**src/sv/ede_pkg.sv**
```systemverilog
// ----------------------------------------------------------------------------
// ede_pkg
// Shared types and constants of the edit distance engine: item kinds, field
// widths, default capacities and the command and status groups.
// ----------------------------------------------------------------------------
`default_nettype none

package ede_pkg;

	localparam int KIND_W = 2;
	localparam int SYM_W  = 8;
	localparam int DIST_W = 7;

	localparam logic [KIND_W-1:0] KIND_FIRST  = 2'd0;
	localparam logic [KIND_W-1:0] KIND_SECOND = 2'd1;
	localparam logic [KIND_W-1:0] KIND_RUN    = 2'd2;

	localparam logic [DIST_W-1:0] DIST_MAX = 7'd127;

	localparam int MAX_FIRST_DEF  = 64;
	localparam int MAX_SECOND_DEF = 64;

	typedef struct packed {
		logic wr_first;
		logic wr_second;
		logic start;
		logic row_start;
		logic cell_step;
		logic finish;
	} ede_cmd_t;

	typedef struct packed {
		logic empty;
		logic col_last;
		logic row_last;
	} ede_stat_t;

endpackage

`default_nettype wire

```
**src/sv/ede_if.sv**
```systemverilog
// ----------------------------------------------------------------------------
// ede_if
// Valid/ready channels of the edit distance engine: one for input items and
// one for result items.
// ----------------------------------------------------------------------------
`default_nettype none

interface ede_in_if;
	import ede_pkg::*;

	logic              valid;
	logic              ready;
	logic [KIND_W-1:0] kind;
	logic [SYM_W-1:0]  symbol;

	modport source (output valid, output kind, output symbol, input ready);
	modport sink (input valid, input kind, input symbol, output ready);
endinterface

interface ede_out_if;
	import ede_pkg::*;

	logic              valid;
	logic              ready;
	logic [DIST_W-1:0] distance;
	logic              overflow;

	modport source (output valid, output distance, output overflow, input ready);
	modport sink (input valid, input distance, input overflow, output ready);
endinterface

`default_nettype wire

```
**src/sv/ede_ctrl.sv**
```systemverilog
// ----------------------------------------------------------------------------
// ede_ctrl
// Controller of the edit distance engine: accepts items, sequences the row
// and cell steps of a run and owns the result handshake.
// ----------------------------------------------------------------------------
`default_nettype none

module ede_ctrl (
	input  wire logic                      clk,
	input  wire logic                      arst_n,
	input  wire logic                      in_valid,
	input  wire logic [ede_pkg::KIND_W-1:0] kind,
	output logic                           in_ready,
	output logic                           out_valid,
	input  wire logic                      out_ready,
	input  wire ede_pkg::ede_stat_t        stat,
	output ede_pkg::ede_cmd_t              cmd
);
	import ede_pkg::*;

	localparam logic [2:0] ST_IDLE  = 3'd0;
	localparam logic [2:0] ST_ROW   = 3'd1;
	localparam logic [2:0] ST_CELL  = 3'd2;
	localparam logic [2:0] ST_DRAIN = 3'd3;
	localparam logic [2:0] ST_DONE  = 3'd4;

	logic [2:0] state_q;
	logic [2:0] state_d;
	logic       out_valid_q;
	logic       accept;

	assign in_ready  = (state_q == ST_IDLE);
	assign out_valid = out_valid_q;
	assign accept    = in_valid && in_ready;

	always_comb begin
		state_d       = state_q;
		cmd           = '0;
		cmd.wr_first  = accept && (kind == KIND_FIRST);
		cmd.wr_second = accept && (kind == KIND_SECOND);
		cmd.start     = accept && (kind == KIND_RUN);
		unique case (state_q)
			ST_IDLE: begin
				if (cmd.start) begin
					state_d = stat.empty ? ST_DONE : ST_ROW;
				end
			end
			ST_ROW: begin
				cmd.row_start = 1'b1;
				state_d       = ST_CELL;
			end
			ST_CELL: begin
				cmd.cell_step = 1'b1;
				if (stat.col_last) begin
					state_d = stat.row_last ? ST_DRAIN : ST_ROW;
				end
			end
			ST_DRAIN: begin
				state_d = ST_DONE;
			end
			ST_DONE: begin
				if (!out_valid_q || out_ready) begin
					cmd.finish = 1'b1;
					state_d    = ST_IDLE;
				end
			end
			default: begin
				state_d = ST_IDLE;
			end
		endcase
	end

	always_ff @(posedge clk or negedge arst_n) begin
		if (!arst_n) begin
			state_q     <= ST_IDLE;
			out_valid_q <= 1'b0;
		end else begin
			state_q <= state_d;
			if (cmd.finish) begin
				out_valid_q <= 1'b1;
			end else if (out_ready) begin
				out_valid_q <= 1'b0;
			end
		end
	end

endmodule

`default_nettype wire

```
**src/sv/ede_dp.sv**
```systemverilog
// ----------------------------------------------------------------------------
// ede_dp
// Datapath of the edit distance engine: string stores, cost row store,
// row and column counters, the cell pipeline and the result register.
// ----------------------------------------------------------------------------
`default_nettype none

module ede_dp #(
	parameter int MAX_FIRST  = ede_pkg::MAX_FIRST_DEF,
	parameter int MAX_SECOND = ede_pkg::MAX_SECOND_DEF
) (
	input  wire logic                      clk,
	input  wire logic                      arst_n,
	input  wire ede_pkg::ede_cmd_t         cmd,
	input  wire logic [ede_pkg::SYM_W-1:0] symbol,
	output ede_pkg::ede_stat_t             stat,
	output logic [ede_pkg::DIST_W-1:0]     distance,
	output logic                           overflow
);
	import ede_pkg::*;

	localparam int AW1  = (MAX_FIRST > 1) ? $clog2(MAX_FIRST) : 1;
	localparam int AW2  = (MAX_SECOND > 1) ? $clog2(MAX_SECOND) : 1;
	localparam int CW1  = $clog2(MAX_FIRST + 1);
	localparam int CW2  = $clog2(MAX_SECOND + 1);
	localparam int MAXV = (MAX_FIRST > MAX_SECOND) ? MAX_FIRST : MAX_SECOND;
	localparam int VW   = $clog2(MAXV + 1);
	localparam int SW   = (VW + 1 > DIST_W + 1) ? VW + 1 : DIST_W + 1;

	logic [SYM_W-1:0] first_mem [MAX_FIRST];
	logic [SYM_W-1:0] second_mem [MAX_SECOND];
	logic [VW-1:0]    cost_mem [MAX_SECOND];

	logic [CW1-1:0]    cnt1_q;
	logic [CW2-1:0]    cnt2_q;
	logic              ovf_q;
	logic [CW1-1:0]    n1_q;
	logic [CW2-1:0]    n2_q;
	logic              run_ovf_q;
	logic [CW1-1:0]    r_q;
	logic [CW2-1:0]    c_q;
	logic              valid_s1;
	logic [SYM_W-1:0]  a_s1;
	logic [SYM_W-1:0]  b_s1;
	logic [VW-1:0]     above_s1;
	logic [CW2-1:0]    col_s1;
	logic              top_s1;
	logic [VW-1:0]     left_q;
	logic [VW-1:0]     diag_q;
	logic [VW-1:0]     res_q;
	logic [DIST_W-1:0] dist_q;
	logic              ovf_out_q;

	logic           wr1;
	logic           wr2;
	logic [CW1-1:0] r_m1;
	logic [CW2-1:0] c_m1;
	logic [CW2-1:0] col_m1;
	logic [VW-1:0]  above;
	logic [VW-1:0]  mn;
	logic [VW-1:0]  cell_cost;
	logic           empty_run;
	logic [SW-1:0]  fin;

	assign wr1    = cmd.wr_first && (cnt1_q < CW1'(MAX_FIRST));
	assign wr2    = cmd.wr_second && (cnt2_q < CW2'(MAX_SECOND));
	assign r_m1   = r_q - CW1'(1);
	assign c_m1   = c_q - CW2'(1);
	assign col_m1 = col_s1 - CW2'(1);

	assign stat.empty    = (cnt1_q == '0) || (cnt2_q == '0);
	assign stat.col_last = (c_q == n2_q);
	assign stat.row_last = (r_q == n1_q);

	// cell of the cost matrix
	always_comb begin
		above = top_s1 ? VW'(col_s1) : above_s1;
		mn    = (above < left_q) ? above : left_q;
		if (diag_q < mn) begin
			mn = diag_q;
		end
		cell_cost = (a_s1 == b_s1) ? diag_q : VW'(mn + VW'(1));
	end

	assign empty_run = (n1_q == '0) || (n2_q == '0);
	assign fin       = empty_run ? (SW'(n1_q) + SW'(n2_q)) : SW'(res_q);

	always_ff @(posedge clk) begin
		if (wr1) begin
			first_mem[cnt1_q[AW1-1:0]] <= symbol;
		end
		if (cmd.row_start) begin
			a_s1 <= first_mem[r_m1[AW1-1:0]];
		end
	end

	always_ff @(posedge clk) begin
		if (wr2) begin
			second_mem[cnt2_q[AW2-1:0]] <= symbol;
		end
		if (cmd.cell_step) begin
			b_s1 <= second_mem[c_m1[AW2-1:0]];
		end
	end

	always_ff @(posedge clk) begin
		if (valid_s1) begin
			cost_mem[col_m1[AW2-1:0]] <= cell_cost;
		end
		if (cmd.cell_step) begin
			above_s1 <= cost_mem[c_m1[AW2-1:0]];
		end
	end

	always_ff @(posedge clk or negedge arst_n) begin
		if (!arst_n) begin
			cnt1_q    <= '0;
			cnt2_q    <= '0;
			ovf_q     <= 1'b0;
			n1_q      <= '0;
			n2_q      <= '0;
			run_ovf_q <= 1'b0;
			r_q       <= '0;
			c_q       <= '0;
			valid_s1  <= 1'b0;
		end else begin
			valid_s1 <= cmd.cell_step;
			if (cmd.start) begin
				n1_q      <= cnt1_q;
				n2_q      <= cnt2_q;
				run_ovf_q <= ovf_q;
				cnt1_q    <= '0;
				cnt2_q    <= '0;
				ovf_q     <= 1'b0;
				r_q       <= CW1'(1);
			end else begin
				if (cmd.wr_first) begin
					if (wr1) begin
						cnt1_q <= cnt1_q + CW1'(1);
					end else begin
						ovf_q <= 1'b1;
					end
				end
				if (cmd.wr_second) begin
					if (wr2) begin
						cnt2_q <= cnt2_q + CW2'(1);
					end else begin
						ovf_q <= 1'b1;
					end
				end
			end
			if (cmd.row_start) begin
				c_q <= CW2'(1);
			end else if (cmd.cell_step) begin
				c_q <= c_q + CW2'(1);
				if (stat.col_last) begin
					r_q <= r_q + CW1'(1);
				end
			end
		end
	end

	always_ff @(posedge clk) begin
		if (cmd.cell_step) begin
			col_s1 <= c_q;
			top_s1 <= (r_q == CW1'(1));
		end
		if (valid_s1) begin
			res_q <= cell_cost;
		end
		// new row takes precedence over the last cell of the previous row
		if (cmd.row_start) begin
			left_q <= VW'(r_q);
			diag_q <= VW'(r_m1);
		end else if (valid_s1) begin
			left_q <= cell_cost;
			diag_q <= above;
		end
		if (cmd.finish) begin
			dist_q    <= (fin > SW'(DIST_MAX)) ? DIST_MAX : DIST_W'(fin);
			ovf_out_q <= run_ovf_q;
		end
	end

	assign distance = dist_q;
	assign overflow = ovf_out_q;

endmodule

`default_nettype wire

```
**src/sv/edit_distance_engine_unit.sv**
```systemverilog
// ----------------------------------------------------------------------------
// edit_distance_engine_unit
// Levenshtein edit distance engine: loads two byte strings item by item and
// returns their distance and an overflow flag on a run item.
// ----------------------------------------------------------------------------
// append items are accepted only while the engine is idle
// run item: result comes from the matrix rows, or straight from the string lengths if a string is empty
// each row has one setup step, then one step per matrix cell
// appends are accepted while a previous result is still waiting on the output
// reset clears counters, flags and handshake state; string and row stores are not cleared
`default_nettype none

module edit_distance_engine_unit #(
	parameter int MAX_FIRST  = ede_pkg::MAX_FIRST_DEF,
	parameter int MAX_SECOND = ede_pkg::MAX_SECOND_DEF
) (
	input  wire logic  clk,
	input  wire logic  arst_n,
	ede_in_if.sink     item,
	ede_out_if.source  result
);
	import ede_pkg::*;

	ede_cmd_t  cmd;
	ede_stat_t stat;

	ede_ctrl u_ctrl (
		.clk       (clk),
		.arst_n    (arst_n),
		.in_valid  (item.valid),
		.kind      (item.kind),
		.in_ready  (item.ready),
		.out_valid (result.valid),
		.out_ready (result.ready),
		.stat      (stat),
		.cmd       (cmd)
	);

	ede_dp #(
		.MAX_FIRST  (MAX_FIRST),
		.MAX_SECOND (MAX_SECOND)
	) u_dp (
		.clk      (clk),
		.arst_n   (arst_n),
		.cmd      (cmd),
		.symbol   (item.symbol),
		.stat     (stat),
		.distance (result.distance),
		.overflow (result.overflow)
	);

endmodule

`default_nettype wire

```
**src/flat_wrapper.sv**
```systemverilog
// flat-port wrapper written by rule: the top's interface ports become plain ports
module edit_distance_engine_unit_flat import ede_pkg::*;
#(
	parameter int MAX_FIRST  = ede_pkg::MAX_FIRST_DEF,
	parameter int MAX_SECOND = ede_pkg::MAX_SECOND_DEF
)
  (clk, arst_n, item_valid, item_kind, item_symbol, item_ready, result_valid, result_distance, result_overflow, result_ready);
  ede_in_if item_i ();
  ede_out_if result_i ();
  input  wire logic clk;
  input  wire logic arst_n;
  input wire logic [$bits(item_i.valid)-1:0] item_valid;
  input wire logic [$bits(item_i.kind)-1:0] item_kind;
  input wire logic [$bits(item_i.symbol)-1:0] item_symbol;
  output wire logic [$bits(item_i.ready)-1:0] item_ready;
  output wire logic [$bits(result_i.valid)-1:0] result_valid;
  output wire logic [$bits(result_i.distance)-1:0] result_distance;
  output wire logic [$bits(result_i.overflow)-1:0] result_overflow;
  input wire logic [$bits(result_i.ready)-1:0] result_ready;
  assign item_i.valid = item_valid;
  assign item_i.kind = item_kind;
  assign item_i.symbol = item_symbol;
  assign item_ready = item_i.ready;
  assign result_valid = result_i.valid;
  assign result_distance = result_i.distance;
  assign result_overflow = result_i.overflow;
  assign result_i.ready = result_ready;
  edit_distance_engine_unit #(.MAX_FIRST(MAX_FIRST), .MAX_SECOND(MAX_SECOND)) u_core (.clk(clk), .arst_n(arst_n), .item(item_i), .result(result_i));
endmodule
```
**config.mk**
```make
export PLATFORM = sky130hd
export DESIGN_NAME = edit_distance_engine_unit_flat
export DESIGN_NICKNAME = d
export VERILOG_FILES = /design/src/sv/ede_pkg.sv /design/src/sv/ede_if.sv /design/src/sv/ede_ctrl.sv /design/src/sv/ede_dp.sv /design/src/sv/edit_distance_engine_unit.sv /design/src/flat_wrapper.sv
export SDC_FILE = /design/constraint.sdc
export NUM_CORES = 2
export LEC_CHECK = 0
export BUFFER_PORTS_ARGS = -buffer_cell sky130_fd_sc_hd__buf_2
export CELL_PAD_IN_SITES_DETAIL_PLACEMENT = 0
export CELL_PAD_IN_SITES_GLOBAL_PLACEMENT = 1
export CORE_UTILIZATION = 51
export CTS_CLUSTER_SIZE = 20
export DETAILED_ROUTE_END_ITERATION = 12
export GPL_TIMING_DRIVEN = 0
export PLACE_DENSITY_LB_ADDON = 0.1
export RECOVER_POWER = 100
export SYNTH_ARGS = -nofsm -noshare
export SYNTH_HDL_FRONTEND = slang
export SYNTH_SLANG_ARGS = --single-unit
```
**constraint.sdc**
```tcl
create_clock -name clk -period 6.9 [get_ports clk]
set_input_delay 1.38 -clock clk [delete_from_list [all_inputs] [get_ports clk]]
set_output_delay 1.38 -clock clk [all_outputs]
set_load 0.03 [all_outputs]
```
Yosys cells after proc, flatten, opt, wreduce, memory -nomap -nowiden
Memories as Yosys holds them, arrays and structs flattened. A register that Yosys moved wholly into a read port is not among the register bits.
Index checks and enable logic that the tools add are counted.
{"block": "word_totals", "ff_bits": 86, "ramBits": 1472, "in_bits": 14, "output_inout_bits": 10, "wordCells": 118, "mem_count": 3}
{"block": "classes", "n_addsub": 9, "n_lt_le_gt_ge": 5, "n_eq_ne": 13, "mux": 44, "n_reduce_logical": 26}
{"name": "u_core.u_dp.first_mem", "depth": 64, "word_bits": 8, "read_ports": 1, "rd_clocked_by_memory_dff": 1, "wr": 1, "line_no": "ede_dp.sv:30", "rtl": "logic [SYM_W-1:0] first_mem [MAX_FIRST];"}
{"name": "u_core.u_dp.second_mem", "depth": 64, "word_bits": 8, "read_ports": 1, "rd_clocked_by_memory_dff": 1, "wr": 1, "line_no": "ede_dp.sv:31", "rtl": "logic [SYM_W-1:0] second_mem [MAX_SECOND];"}
{"name": "u_core.u_dp.cost_mem", "depth": 64, "word_bits": 7, "read_ports": 1, "rd_clocked_by_memory_dff": 1, "wr": 1, "line_no": "ede_dp.sv:32", "rtl": "logic [VW-1:0] cost_mem [MAX_SECOND];"}
{"operator": "7-bit 2-to-1 mux", "count": 20}
{"operator": "7-bit by 1-bit adder with 7-bit output (second input constant)", "count": 5}
{"operator": "7-bit zero test", "count": 4}
{"operator": "1-bit 2-to-1 mux", "count": 17}
{"operator": "3-bit one-hot mux with 5 select lines", "count": 1}
{"operator": "7-bit == test", "count": 2}
{"operator": "7-bit < comparator", "count": 2}
{"operator": "7-bit < comparator (second input constant)", "count": 2}
{"operator": "2-bit nonzero test", "count": 7}
{"operator": "3-bit 2-to-1 mux", "count": 4}
{"operator": "6-bit by 1-bit subtractor with 6-bit output (second input constant)", "count": 2}
{"operator": "7-bit by 7-bit adder with 8-bit output", "count": 1}
{"operator": "8-bit == test", "count": 1}
{"operator": "8-bit by 7-bit > comparator with 1-bit output (second input constant)", "count": 1}
{"operator": "8-bit 2-to-1 mux", "count": 1}
{"operator": "7-bit by 1-bit == test with 1-bit output (second input constant)", "count": 1}
{"operator": "7-bit by 1-bit subtractor with 7-bit output (second input constant)", "count": 1}
{"operator": "3-bit by 2-bit == test with 1-bit output (second input constant)", "count": 2}
{"operator": "1-bit logical AND", "count": 6}
{"operator": "2-bit by 1-bit inequality test with 1-bit output (second input constant)", "count": 2}
{"operator": "2-bit AND reduction", "count": 2}
{"operator": "3-bit by 1-bit == test with 1-bit output (second input constant)", "count": 1}
{"operator": "3-bit == test (second input constant)", "count": 1}
{"operator": "3-bit zero test", "count": 1}
{"operator": "8 further kinds", "count": 10}

Depth between registers and ports, before layout
{"block": "depth", "depth_word": 9, "mapped_depth": 23, "depth_no_buf": 21}

Hierarchy
Synthesis repeated with hierarchy kept, for this count alone.
{"block": "hier_totals", "hier_cells": 2943, "area_unflattened_um2": 62972.9}
{"mod": "ede_dp", "instances": 1, "cells_each": 2916, "area_per_inst_um2": 62702.6, "seq_area_each_um2": 47130.2}
{"mod": "ede_ctrl", "instances": 1, "cells_each": 27, "area_per_inst_um2": 270.3, "seq_area_each_um2": 100.1}

Worst setup path before layout
OpenSTA, ideal clock, no wires.
{"block": "synth_path", "path_type": "register -> register", "start": "register u_core.u_dp.col_s1[4]", "end": "memory u_core.u_dp.cost_mem[0][2] (netlist name), data pin", "arrival_time_ns": 6.526, "required_ns": 6.183, "path_slack_ns": -0.342, "stages_incl_launch_ff": 19, "synth_period_minus_slack_ns": 7.242, "cell_sequence": "edfxtp_1 clkbuf_1 mux2_2 ha_1 a21oi_1 o21ai_0 nor2_2 a21oi_1 ha_1 a21oi_1 o21ai_0 a211o_1 a21oi_2 a211o_1 buf_2 o21ai_0 ha_1 xnor2_1 o21ai_0"}
{"block": "synth_via", "elab_chain_len": 7}
{"element": "start: declaration", "line_no": "ede_dp.sv:46", "rtl": "logic [CW2-1:0] col_s1;"}
{"element": "start signal: assignment", "line_no": "ede_dp.sv:165", "rtl": "col_s1 <= c_q;"}
{"element": "7-bit 2-to-1 mux (*)", "line_no": "ede_dp.sv:77", "rtl": "above = top_s1 ? VW'(col_s1) : above_s1;"}
{"element": "7-bit < comparator", "line_no": "ede_dp.sv:78", "rtl": "mn = (above < left_q) ? above : left_q;"}
{"element": "7-bit 2-to-1 mux (*)", "line_no": "ede_dp.sv:78"}
{"element": "7-bit < comparator", "line_no": "ede_dp.sv:79", "rtl": "if (diag_q < mn) begin"}
{"element": "7-bit 2-to-1 mux (*)", "line_no": "ede_dp.sv:79"}
{"element": "7-bit by 1-bit adder with 7-bit output (*)", "line_no": "ede_dp.sv:82", "rtl": "cell_cost = (a_s1 == b_s1) ? diag_q : VW'(mn + VW'(1));"}
{"element": "7-bit 2-to-1 mux (*)", "line_no": "ede_dp.sv:82"}
{"element": "net u_core.u_dp.cell_cost[2]", "line_no": "ede_dp.sv:61", "rtl": "logic [VW-1:0] cell_cost;"}
{"element": "end: declaration", "line_no": "ede_dp.sv:32"}
Mark *: on every way through the listed nets, which the timed path passes. The rest lies on a longest branch.

Final worst setup path
{"block": "layout_path", "start": "register u_core.u_dp.col_s1[2]", "end": "memory u_core.u_dp.cost_mem[5][1] (netlist name), data pin"}
The elaborated chain is that of the path after synthesis.

==> metrics <==
Tmin final 6.57 ns; Clk pwr share 0.223; clk sinks 1581; Worst setup EP type flip-flop; peak supply drop 2.18 mV; Clk Latency, worst-skew pair 0.80 ns; max-slew violation count 1199; Detailed Route WL 156000 µm; combinational share of power 0.402; asr flop ratio synth 0.0310; first-pass GRT wire length 226000 µm; largest net degree at the start of global routing 90; clk buf depth 3; core box area 122000 µm²; Max-slew headroom -1.86; Worst-path clk slew 0.05 ns; Pwr per Cell Area 544 nW/µm²; CP startpoint kind flip-flop; Hold Path Cell Cnt 0; die height 353 µm; Synth Cell Area 62900 µm²; CTS Root Cell clkbuf_16; post-synth net total 2994; setup TNS 0 ns; switching share of power 0.362; Hold Path Sink u_core.u_dp.col_s1[4]; number of buffers and inverters on the critical path 4; CTS tree yes; drt first-iter violations 3866; Crit Path Category reg2reg; I/O Buffers 22; FF-to-FF Start u_core.u_dp.col_s1[2]; Die Area 125000 µm²; share of layout cells above drive strength 1 0.241; CP required 7.40 ns; Final Power 0.0383 W; antenna diode count 0; I/O pin cnt 24; LEAKAGE 22.3 nW; Slew @ Worst Pin 4.29 ns; via count 30.7k; synthesis warning total 0; FF+latch count, synth 1581; Syn Inst Count 2950; # setup viols final 0; r2r setup slk 0.33 ns; H-tree lvl count 4; Initial Util 0.515; kind of cell adding the most delay to the critical path simple AND/OR/NAND/NOR gates; period utilization 0.953; Post-Route Skew 0.0366 ns; gr usage total 0.256; RR Endpoint u_core.u_dp.cost_mem[5][1]; fmax 0.152 GHz; Worst Path Arrival 7.07 ns; DRC Markers 0; top-area cell type share of the netlist area 0.732; Seq pwr share 0.374; WL per Instance 31.9 µm; post-synthesis sequential area ratio 0.751; Main synth FF type edfxtp_1; failing checks max-capacitance violations, max-slew violations; Slowest-stage cell, CP nand2_1; CP max stage delay 0.71 ns; initial antenna violation count 5; Synth area leader edfxtp_1; DP HPWL 105000 µm; Hold Vio Cnt, Final 0; total gr overflow 0; placement row count 128; unrepaired setup endpoints after global routing no; Critical Path Fanout Max 48; R2R depth 19; Area contributors post-synth edfxtp_1 (73%), mux4_2 (17%), dfrtp_1 (2.0%), nor2_1 (1.5%), clkbuf_1 (0.61%); status complete, but fails checks; TritonCTS Buffers 163; Antenna Violating Nets Remaining 0; Cell Int Power 0.0244 W; RePlAce Congestion 0.813; routed vias/inst 6.25; Post-synth EDFFs 1532; syn avg cell area 21.3 µm²; DR pass1 iterations 5; # fillers 8983; worst hold start u_core.u_dp.c_q[4]; Worst Hold Class reg2reg; Final #Nets 3200; max-cap violations 20; P_sw 0.0139 W; crit-path cells clkbuf_1 -> mux2i_2 -> inv_1 -> ha_1 -> nor3b_2 -> a221oi_4 -> nor2_2 -> a21oi_1 -> ha_1 -> nand2_1 -> o21ai_0 -> nor2_1 -> a211oi_4 -> mux2i_1 -> inv_1 -> ha_1 -> nand2_1 -> nand2_1 -> clkbuf_4; Die W 353 µm; Cell variety after synth 69; Area growth, synth to finish 12.0%; vias in the first global route 31.3k
power by group through the flow:
stage | logic [W] | clock network (W) | registers [W]
global placement | 0.0124 | 0 | 0.0129
floorplan | 0.00835 | 0 | 0.0140
finish | 0.0154 | 0.00856 | 0.0143
global route | 0.0162 | 0.00905 | 0.0144
detailed placement | 0.0158 | 0 | 0.0145
CTS | 0.0159 | 0.00868 | 0.0143
worst max-delay path by stage:
stage,depth (start not counted),start,endpoint
global route,22,u_core.u_dp.col_s1[2],u_core.u_dp.cost_mem[59][6]
detailed placement,22,u_core.u_dp.col_s1[2],u_core.u_dp.cost_mem[39][6]
finish,19,u_core.u_dp.col_s1[2],u_core.u_dp.cost_mem[5][1]
CTS,24,u_core.u_dp.col_s1[2],u_core.u_dp.cost_mem[45][4]
floorplan,22,u_core.u_dp.col_s1[4],u_core.u_dp.cost_mem[0][4]
global placement,23,u_core.u_dp.col_s1[2],u_core.u_dp.cost_mem[36][4]
registers in the layout, indices dropped and copies added (netlist names), 3 cells and up:
| name | cells |
|---|---|
| u_core.u_dp.distance | 7 |
| u_core.u_ctrl.state_q | 3 |
| u_core.u_dp.above_s1 | 7 |
| u_core.u_dp.second_mem | 512 |
| u_core.u_dp.cnt1_q | 7 |
| u_core.u_dp.col_s1 | 7 |
| u_core.u_dp.c_q | 7 |
| u_core.u_dp.a_s1 | 8 |
| u_core.u_dp.first_mem | 512 |
| u_core.u_dp.b_s1 | 8 |
| u_core.u_dp.diag_q | 7 |
| u_core.u_dp.cost_mem | 448 |
| u_core.u_dp.n2_q | 7 |
| u_core.u_dp.left_q | 7 |
| u_core.u_dp.cnt2_q | 7 |
| u_core.u_dp.r_q | 7 |
| u_core.u_dp.n1_q | 7 |
| u_core.u_dp.res_q | 7 |
metal layers:
layer	track usage	up-vias	part of all wire
met3	0.0487	200	0.079
met2	0.390	1318	0.47
met5	0	-	0.00017
li1	-	12700	-
met1	0.387	16500	0.43
met4	0.0629	4	0.021
Yosys cell counts (3+ instances only):
master    count
edfxtp_1   1532
mux4_2      483
nor2_1      254
clkbuf_1    102
nand2_1     101
dfrtp_1      49
a21oi_1      39
inv_1        32
buf_2        30
ha_1         29
xor2_1       29
nand3_1      28
o21ai_0      24
xnor2_1      23
buf_1        16
nand4_1      15
mux2i_1      14
nor3_1       14
or3_1        11
nor4_1       10
nand2b_1      9
o21a_1        9
mux2_2        8
or2_2         6
and3_1        5
nand3b_1      5
nor2b_1       5
a22oi_1       4
a31oi_1       4
nor3b_1       4
o21ai_1       3
o221ai_1      3
or4_1         3
worst reg2reg max path: cells and delay by family (launching register included):
kind / cells / cell delay [ns]
simple gates: 6 / 1.78
fa+ha+maj: 3 / 0.89
compound gates: 4 / 1.32
flops: 1 / 0.35
buf+inv: 4 / 1.15
mux: 2 / 0.71
metrics by stage:
step	hold slack (ns)	cell area (µm²)	cells	utilization	worst slack, ns
finish	0.458	70400	4911	0.577	0.326
global route	0.473	70400	4911	0.577	0.0238
CTS	0.456	70700	4910	0.579	0.150
detailed placement	0.444	65500	4614	0.537	-0.0447
global placement	0.436	65000	4597	0.533	-3.40
floorplan	0.423	62900	2950	-	0.0102
cells by family after synthesis:
| family | synth area share |
|---|---|
| mux | 0.178 |
| flops | 0.751 |
| simple gates | 0.0341 |
| buf+inv | 0.0116 |
| fa+ha+maj | 0.00609 |
| xor+xnor | 0.00724 |
| compound gates | 0.0122 |
placed cells by master, fill, tap and decap left out, types with 13 or more instances in the layout:
cell	count
mux4_2	483
nand3_1	28
mux2i_1	13
o21ai_0	24
ha_1	29
clkbuf_1	166
xor2_1	29
buf_1	16
a21oi_1	37
bufinv_16	13
nand2_1	100
clkinv_2	26
clkbuf_16	165
buf_2	30
nand4_1	15
nor3_1	14
xnor2_1	23
inv_1	32
clkinv_1	34
nor2_1	252
edfxtp_1	1532
dfrtp_1	49
area by class of cell:
class / count / area (µm²) / area share
Buffer: 150 / 608 / 0.00864
Clock buffer: 199 / 4260 / 0.0605
Clock inverter: 96 / 952 / 0.0135
Inverter: 32 / 120 / 0.00171
Multi-Input combinational cell: 1188 / 15000 / 0.212
Sequential cell: 1581 / 47200 / 0.671
Tap cell: 1625 / 2030 / 0.0289
Timing Repair Buffer: 40 / 251 / 0.00357
timing repair:
item                       in CTS  in global routing
cloned                          1                  0
gates resized for setup         2                  4
setup endpoints to repair      72                 87
hold buffers                    0                  0
buffers inserted                0                  1
Power figures use the tool's default switching activity.
